`src/hw/rtl/gca_pkg.sv`:
```
// Shared constants, types and build-time gamma tables for the gamma-correct ARGB blender.
package gca_pkg;

    localparam int GAMMA_X100    = 220;
    localparam int LINEAR_BITS   = 16;
    localparam int PROGRESS_BITS = 16;

    localparam int CH_W         = 8;
    localparam int COLOR_W      = 32;
    localparam int PROG_IN_W    = 17;
    localparam int LIN_W        = LINEAR_BITS + 1;
    localparam int P_W          = PROGRESS_BITS + 1;
    localparam int PC_W         = (P_W > PROG_IN_W) ? P_W : PROG_IN_W;
    localparam int N_CODES      = 256;
    localparam int N_MIDS       = 255;
    localparam int SEARCH_STEPS = 8;
    localparam int SRCH_STG0    = 3;
    localparam int N_STAGES     = SRCH_STG0 + SEARCH_STEPS + 1;
    localparam int HALF_P       = 1 << (PROGRESS_BITS - 1);
    localparam int CP_W         = LIN_W + P_W + 2;
    localparam int AP_W         = CH_W + P_W + 2;

    typedef logic [CH_W-1:0]                 t_code;
    typedef logic [LIN_W-1:0]                t_lin;
    typedef logic [P_W-1:0]                  t_prog;
    typedef logic [N_CODES-1:0][LIN_W-1:0]   t_dec_tab;
    typedef logic [N_MIDS-1:0][LIN_W-1:0]    t_mid_tab;
    typedef logic [32:0][63:0]               t_root_tab;

    typedef struct packed {
        logic [N_STAGES-1:0] adv;
    } t_pipe_ctl;

    localparam t_prog               PROG_FULL = P_W'(1) << PROGRESS_BITS;
    localparam logic [N_STAGES-1:0] STG_ONES  = '1;

    function automatic logic [63:0] isqrt_u64(input logic [63:0] xi);
        logic [63:0] x;
        logic [63:0] res;
        logic [63:0] bv;
        int          j;
        x   = xi;
        res = '0;
        bv  = 64'd1 << 62;
        for (j = 0; j < 32; j++) begin
            if (bv > x) begin
                bv = bv >> 2;
            end
        end
        for (j = 0; j < 32; j++) begin
            if (bv != 64'd0) begin
                if (x >= res + bv) begin
                    x   = x - (res + bv);
                    res = (res >> 1) + bv;
                end else begin
                    res = res >> 1;
                end
                bv = bv >> 2;
            end
        end
        return res;
    endfunction

    function automatic t_root_tab build_roots();
        t_root_tab rt;
        int        i;
        rt[0] = 64'd1 << 31;
        for (i = 1; i <= 32; i++) begin
            rt[i] = isqrt_u64(rt[i-1] << 32);
        end
        return rt;
    endfunction

    function automatic logic [63:0] log2_q32(input logic [31:0] n);
        logic [63:0] m;
        logic [63:0] frac;
        int          k;
        int          j;
        k = 0;
        for (j = 0; j < 31; j++) begin
            if ((n >> (j + 1)) != 32'd0) begin
                k = j + 1;
            end
        end
        m    = ({32'd0, n} << 30) >> k;
        frac = '0;
        for (j = 0; j < 32; j++) begin
            m    = (m * m) >> 30;
            frac = frac << 1;
            if (m >= (64'd1 << 31)) begin
                m       = m >> 1;
                frac[0] = 1'b1;
            end
        end
        return (64'(k) << 32) | frac;
    endfunction

    // round((n/d)^gamma) in LINEAR_BITS fraction bits
    function automatic t_lin gamma_pow(input logic [31:0] n, input logic [31:0] d,
                                       input t_root_tab rt);
        logic [63:0] t;
        logic [63:0] s;
        logic [63:0] acc;
        logic [63:0] v;
        int          i;
        if (n == 32'd0) begin
            return '0;
        end
        t   = log2_q32(d) - log2_q32(n);
        s   = (t * 64'(GAMMA_X100)) / 64'd100;
        acc = 64'd1 << 32;
        for (i = 1; i <= 32; i++) begin
            if (s[32-i]) begin
                acc = (acc * rt[i]) >> 32;
            end
        end
        if (s[63:32] >= 32'd40) begin
            return '0;
        end
        v = acc >> s[63:32];
        return t_lin'((v + (64'd1 << (31 - LINEAR_BITS))) >> (32 - LINEAR_BITS));
    endfunction

    function automatic t_dec_tab build_dec_tab();
        t_dec_tab  tab;
        t_root_tab rt;
        int        c;
        rt = build_roots();
        for (c = 0; c < N_CODES; c++) begin
            tab[c] = gamma_pow(32'(c), 32'd255, rt);
        end
        return tab;
    endfunction

    function automatic t_mid_tab build_mid_tab();
        t_mid_tab  tab;
        t_root_tab rt;
        int        c;
        rt = build_roots();
        for (c = 0; c < N_MIDS; c++) begin
            tab[c] = gamma_pow(32'(2 * c + 1), 32'd510, rt);
        end
        return tab;
    endfunction

    localparam t_dec_tab DEC_TAB = build_dec_tab();
    localparam t_mid_tab MID_TAB = build_mid_tab();

    function automatic t_prog clamp_prog(input logic [PROG_IN_W-1:0] p);
        logic [PC_W-1:0] pe;
        pe = PC_W'(p);
        if (pe > PC_W'(PROG_FULL)) begin
            return PROG_FULL;
        end
        return P_W'(pe);
    endfunction

endpackage

```
`src/hw/rtl/gca_alpha_lane.sv`:
```
// Alpha lane: linear blend of 8-bit alpha codes, delayed to match the color lanes.
module gca_alpha_lane import gca_pkg::*; (
    input  logic                 i_clk,
    input  t_pipe_ctl            i_ctl,
    input  t_code                i_start_code,
    input  t_code                i_end_code,
    input  logic [PROG_IN_W-1:0] i_progress,
    output t_code                o_code
);

    t_code                  r_a0;
    t_code                  r_b0;
    t_prog                  r_p0;
    t_code                  r_a1;
    logic signed [AP_W-1:0] r_prod;
    t_code                  r_y;
    t_code                  r_dly [SEARCH_STEPS];

    logic signed [CH_W:0]   n_diff;
    logic signed [AP_W-1:0] n_prod;
    logic signed [AP_W-1:0] n_sum;

    always_comb begin
        n_diff = $signed({1'b0, r_b0}) - $signed({1'b0, r_a0});
        n_prod = n_diff * $signed({1'b0, r_p0});
        n_sum  = $signed({3'b000, r_a1, {PROGRESS_BITS{1'b0}}}) + r_prod
                 + $signed(AP_W'(HALF_P));
    end

    always_ff @(posedge i_clk) begin
        if (i_ctl.adv[0]) begin
            r_a0 <= i_start_code;
            r_b0 <= i_end_code;
            r_p0 <= clamp_prog(i_progress);
        end
        if (i_ctl.adv[1]) begin
            r_a1   <= r_a0;
            r_prod <= n_prod;
        end
        if (i_ctl.adv[2]) begin
            r_y <= n_sum[PROGRESS_BITS +: CH_W];
        end
        if (i_ctl.adv[SRCH_STG0]) begin
            r_dly[0] <= r_y;
        end
        for (int j = 1; j < SEARCH_STEPS; j++) begin
            if (i_ctl.adv[SRCH_STG0 + j]) begin
                r_dly[j] <= r_dly[j-1];
            end
        end
    end

    assign o_code = r_dly[SEARCH_STEPS-1];

endmodule

```
`config.mk`:
```
export PLATFORM = sky130hd
export DESIGN_NAME = gca_alpha_lane
export DESIGN_NICKNAME = d
export VERILOG_FILES = /design/src/hw/rtl/gca_pkg.sv /design/src/hw/rtl/gca_alpha_lane.sv
export SDC_FILE = /design/constraint.sdc
export NUM_CORES = 1
export LEC_CHECK = 0
export BUFFER_PORTS_ARGS = -buffer_cell sky130_fd_sc_hd__buf_2
export CAP_MARGIN = 10
export CORE_MARGIN = 5
export CORE_UTILIZATION = 45
export CTS_BUF_LIST = sky130_fd_sc_hd__clkbuf_8
export DETAILED_ROUTE_END_ITERATION = 16
export RECOVER_POWER = 50
export SLEW_MARGIN = 20
export SYNTH_ARGS = -nofsm -noshare
export SYNTH_HDL_FRONTEND = slang
export SYNTH_SLANG_ARGS = --single-unit
export TNS_END_PERCENT = 20
```
`constraint.sdc`:
```
create_clock -name i_clk -period 8.7 [get_ports i_clk]
set_input_delay 1.305 -clock i_clk [delete_from_list [all_inputs] [get_ports i_clk]]
set_output_delay 1.305 -clock i_clk [all_outputs]
set_load 0.02 [all_outputs]
```
* After elaboration in Yosys (flattened, before gate mapping) *
Memory sizes are Yosys's and may differ from the RTL's.
Cells that the tools add are included.

word-level totals
  bits of input ports = 46
  output and inout port bits = 8
  memories kept = 1
  register bits after elaboration = 73
  memory bits (writable) = 64

memory list
  memory  words  bits a word  read ports  clocked after memory_dff  write ports  RTL line              source
  r_dly   8      8            8           0                         8            gca_alpha_lane.sv:17  t_code r_dly [SEARCH_STEPS];

cells by class
  add/sub/neg operators = 3
  mux-type cells = 20
  multipliers = 1
  magnitude comparators = 1

operators with widths
  operator                number
  $mux 17                 2
  $add 24x17->24 const B  1
  $add 24x24->24          1
  $mul 9x18->24           1
  $mux 1                  18
  $gt 17x17->1 const B    1
  $sub 8x8->9             1

* Longest topological paths before layout *
  depth after elaboration = 4
  gate-level depth with buffers = 27
  gate-level depth less buffers = 27

* Worst setup path after synthesis *
Ideal clock, no wire load.

  path type = reg2reg
  from = reg r_a0[0]
  to = reg r_prod[23] (data pin)
  stages on the path, launching flop included = 27
  setup slack = 2.098 ns
  required time = 8.432 ns
  arrival time = 6.334 ns
  path through = edfxtp_1 > ha_1 > fa_1 > nor2b_1 > o21ai_0 > a21boi_0 > o21ai_0 > and2b_2 > xnor2_4 > buf_4 > nand2_1 > fa_1 > fa_1 > inv_1 > fa_1 > fa_1 > inv_1 > fa_1 > inv_1 > ha_1 > a21oi_1 > a21boi_0 > o211ai_2 > nand3_2 > and3_1 > o22ai_1 > xnor3_1

between the ends
  word-level cells in the longest chain between the ends = 2

RTL lines
  element                   RTL line              source
  start: declaration        gca_alpha_lane.sv:11  t_code r_a0;
  start signal: assignment  gca_alpha_lane.sv:32  r_a0 <= i_start_code;
  $sub 8x8->9               gca_alpha_lane.sv:24  n_diff = $signed({1'b0, r_b0}) - $signed({1'b0, r_a0});
  $mul 9x18->24             gca_alpha_lane.sv:25  n_prod = n_diff * $signed({1'b0, r_p0});
  via n_prod[23]            gca_alpha_lane.sv:20  logic signed [AP_W-1:0] n_prod;
  end signal: assignment    gca_alpha_lane.sv:38  r_prod <= n_prod;
  end: declaration          gca_alpha_lane.sv:15  logic signed [AP_W-1:0] r_prod;

The timed path passes the listed nets, and every way through them passes these cells.
A chain may end at the register's enable or synchronous reset.

* Worst setup path after layout *
Ends and elaborated chain as after synthesis.

==> results.cfg <==
[clocking]
cts_sinks = 122
holdBufCountCts = 0
path_clk_slew_ps = 90
cts_tree = built
clock_tree.root_cell = clkbuf_8
cts_buffers = 17
cts-resized-gates = 0
post_cts_buffers = 0
htreeDepth = 4
clockBufferDepth = 2
clock_latency_ps = 440

[cells_and_area]
drive_gt1_frac = 0.124
final_cell_mix = edfxtp_1, fa_1, inv_1, and2_1, ha_1
instances_no_fill = 1042
nNetsFinal = 984
antenna_cells = 0
area_growth_pct = 10.0
layout_commonest_cell = edfxtp_1

[routing]
first_pass_iters = 5
drc_errors = 0
drtIter0Drc = 198
antenna_left = 0
via_count = 5145
wire_per_inst_um = 15.9
routed_wl_mm = 16.6
via_per_inst = 4.94

[worst_setup_path]
critPathKind = flop to flop
critPathArrivalTime_ps = 7430
cp-end-kind = flop
r2r-start = r_a0[0]
required_ps = 8860
rrSetupSlack_ps = 1440
crit_fanout = 5
r2r-end = r_prod[23]
worstSetupStartpointType = flop
ff2ff_path_depth = 25

[logic_synthesis]
synth_seq_cells = 122
seq_area_frac_synth = 0.411
ys_warn_count = 0
synth_nets = 923
synthCells = 703
syn_area_sq_um = 8910
synth_cell_types = 45
postSynthAreaPerCell_sq_um = 12.7

[global_routing]
grt_pass1_vias = 5735
grt_max_degree = 34
grt-ovfl-total = 0
antenna_found_initial = 0
grt_pass1_wl_mm = 28.2
grt_usage = 0.162

[sta]
skew_ps = 16.5
slew_violations = 0
fmax_ghz = 0.138
period_share = 0.835
slew_headroom = 0.461
setup_viol = 0
tns_ps = 0
finalCriticalPeriod_ps = 7260
hold_violations = 0
grt_setup_unrepaired = false
worstMarginPinSlew_ps = 798

[floorplan]
core_sq_um = 19500
start_util = 0.458
die_area_sq_um = 22700
chipHeight_um = 151
core.rowCount = 51
io_pins = 54
dieWidth_um = 151

[placed_design]
io_buffers = 52
place_hpwl_mm = 12.7
place.gp.congestion = 0.823
placed_cells = 1010

[hold_path]
min_path_cells = 0
hold_end = r_dly[0][2]
min_from = r_y[2]
hold_class = flop to flop

[outcome]
outcome = complete, no violations

[job]
cap_viol_max_count = 0
[kinds of logic (layout without fill, tap and decap cells)]
kind of cell    Yosys count  in the layout  synth area share
simple gates            210            210             0.135
fa+ha+maj               174            174             0.335
flops                   122            122             0.411
buf+inv                 121            195            0.0550
compound gates           51             51            0.0360
xor+xnor                 23             23            0.0263
mux                       2              2           0.00225
[Yosys cell counts (all sizes together)]
library cell    n  area share
o21a            5      0.0042
nand2b         30       0.021
a21o            4      0.0034
inv           103       0.043
xor2            3      0.0029
nand2          36       0.015
a21boi          4      0.0034
nand4bb         2      0.0025
clkbuf          7      0.0029
and2b           3      0.0027
a41oi           1     0.00098
o21ai          14      0.0079
nor3            4      0.0022
or4             1     0.00084
nand3           3      0.0022
or3             1     0.00070
nand4           2      0.0014
o22ai           1     0.00070
or2             5      0.0035
buf            11      0.0087
nor2b          20       0.014
o21bai          3      0.0025
and3            2      0.0014
o211ai          2      0.0022
nor4            7      0.0066
fa            107        0.24
mux2i           2      0.0022
xnor2          19       0.021
and2           73       0.051
xnor3           1      0.0025
a211o           1     0.00098
edfxtp        122        0.41
a21oi          14      0.0079
ha             67       0.094
o311ai          1     0.00098
a211oi          1     0.00084
nor2           21      0.0088
[critical path: stages, from the launching register on]
cell and delay [ps]:
edfxtp_1 430, ha_1 240, fa_1 400, nor2b_1 130, o21ai_0 110, a21boi_0 270
o21ai_0 150, and2b_2 250, xnor2_4 240, nand2_1 110, fa_1 480, fa_1 550
inv_1 60, fa_1 510, fa_1 550, inv_1 60, fa_1 530, inv_1 50
ha_1 320, a21oi_1 150, a21boi_0 240, o211ai_2 240, nand3_2 150, and3_1 220
o22ai_1 110, xnor3_1 460
[sequential cells by signal, summed over array words and instances, names as in the netlist]
signal  cells
r_prod      9
r_a0        8
r_y         8
r_a1        8
r_dly      64
r_b0        8
r_p0       17
[per-layer routing]
metal / vias to the layer above / GRT usage / share of wire
met4: 0 / 0.0544 / 0.020
met3: 17 / 0.0370 / 0.046
met5: - / 0 / 0
met2: 106 / 0.279 / 0.53
met1: 2605 / 0.201 / 0.41
li1: 2417 / - / -
[stage by stage]
step	setup WS, ps	util	hold slack, ps	area [sq um]
4_1_cts	1410	0.504	409	9810
3_3_place_gp	1510	0.486	400	9460
5_1_grt	1020	0.504	418	9800
3_5_place_dp	1420	0.486	405	9460
2_1_floorplan	2100	-	400	8910
6_report	1440	0.504	408	9800
[how the worst max path moves through the flow]
stage / slack [ps] / cells after the start / to / start
after global routing: 1020 / 25 / r_prod[23] / r_a0[0]
final: 1440 / 25 / r_prod[23] / r_a0[0]
after global placement: 1510 / 25 / r_prod[23] / r_a0[0]
after CTS: 1410 / 25 / r_prod[23] / r_a0[0]
after detailed placement: 1420 / 25 / r_prod[23] / r_a0[0]
after floorplan: 2100 / 26 / r_prod[23] / r_a0[0]
[area by class of cell]
class	count	area, sq um
Fill cell	1750	9660
Multi-Input combinational cell	460	4760
Sequential cell	122	3660
Inverter	103	387
Tap cell	265	332
Timing Repair Buffer	60	313
Clock buffer	17	234
Clock inverter	15	116
Power is left out: the tool's default activity adds up to more than one toggle a clock period on the data nets, which glitch-free logic cannot reach.
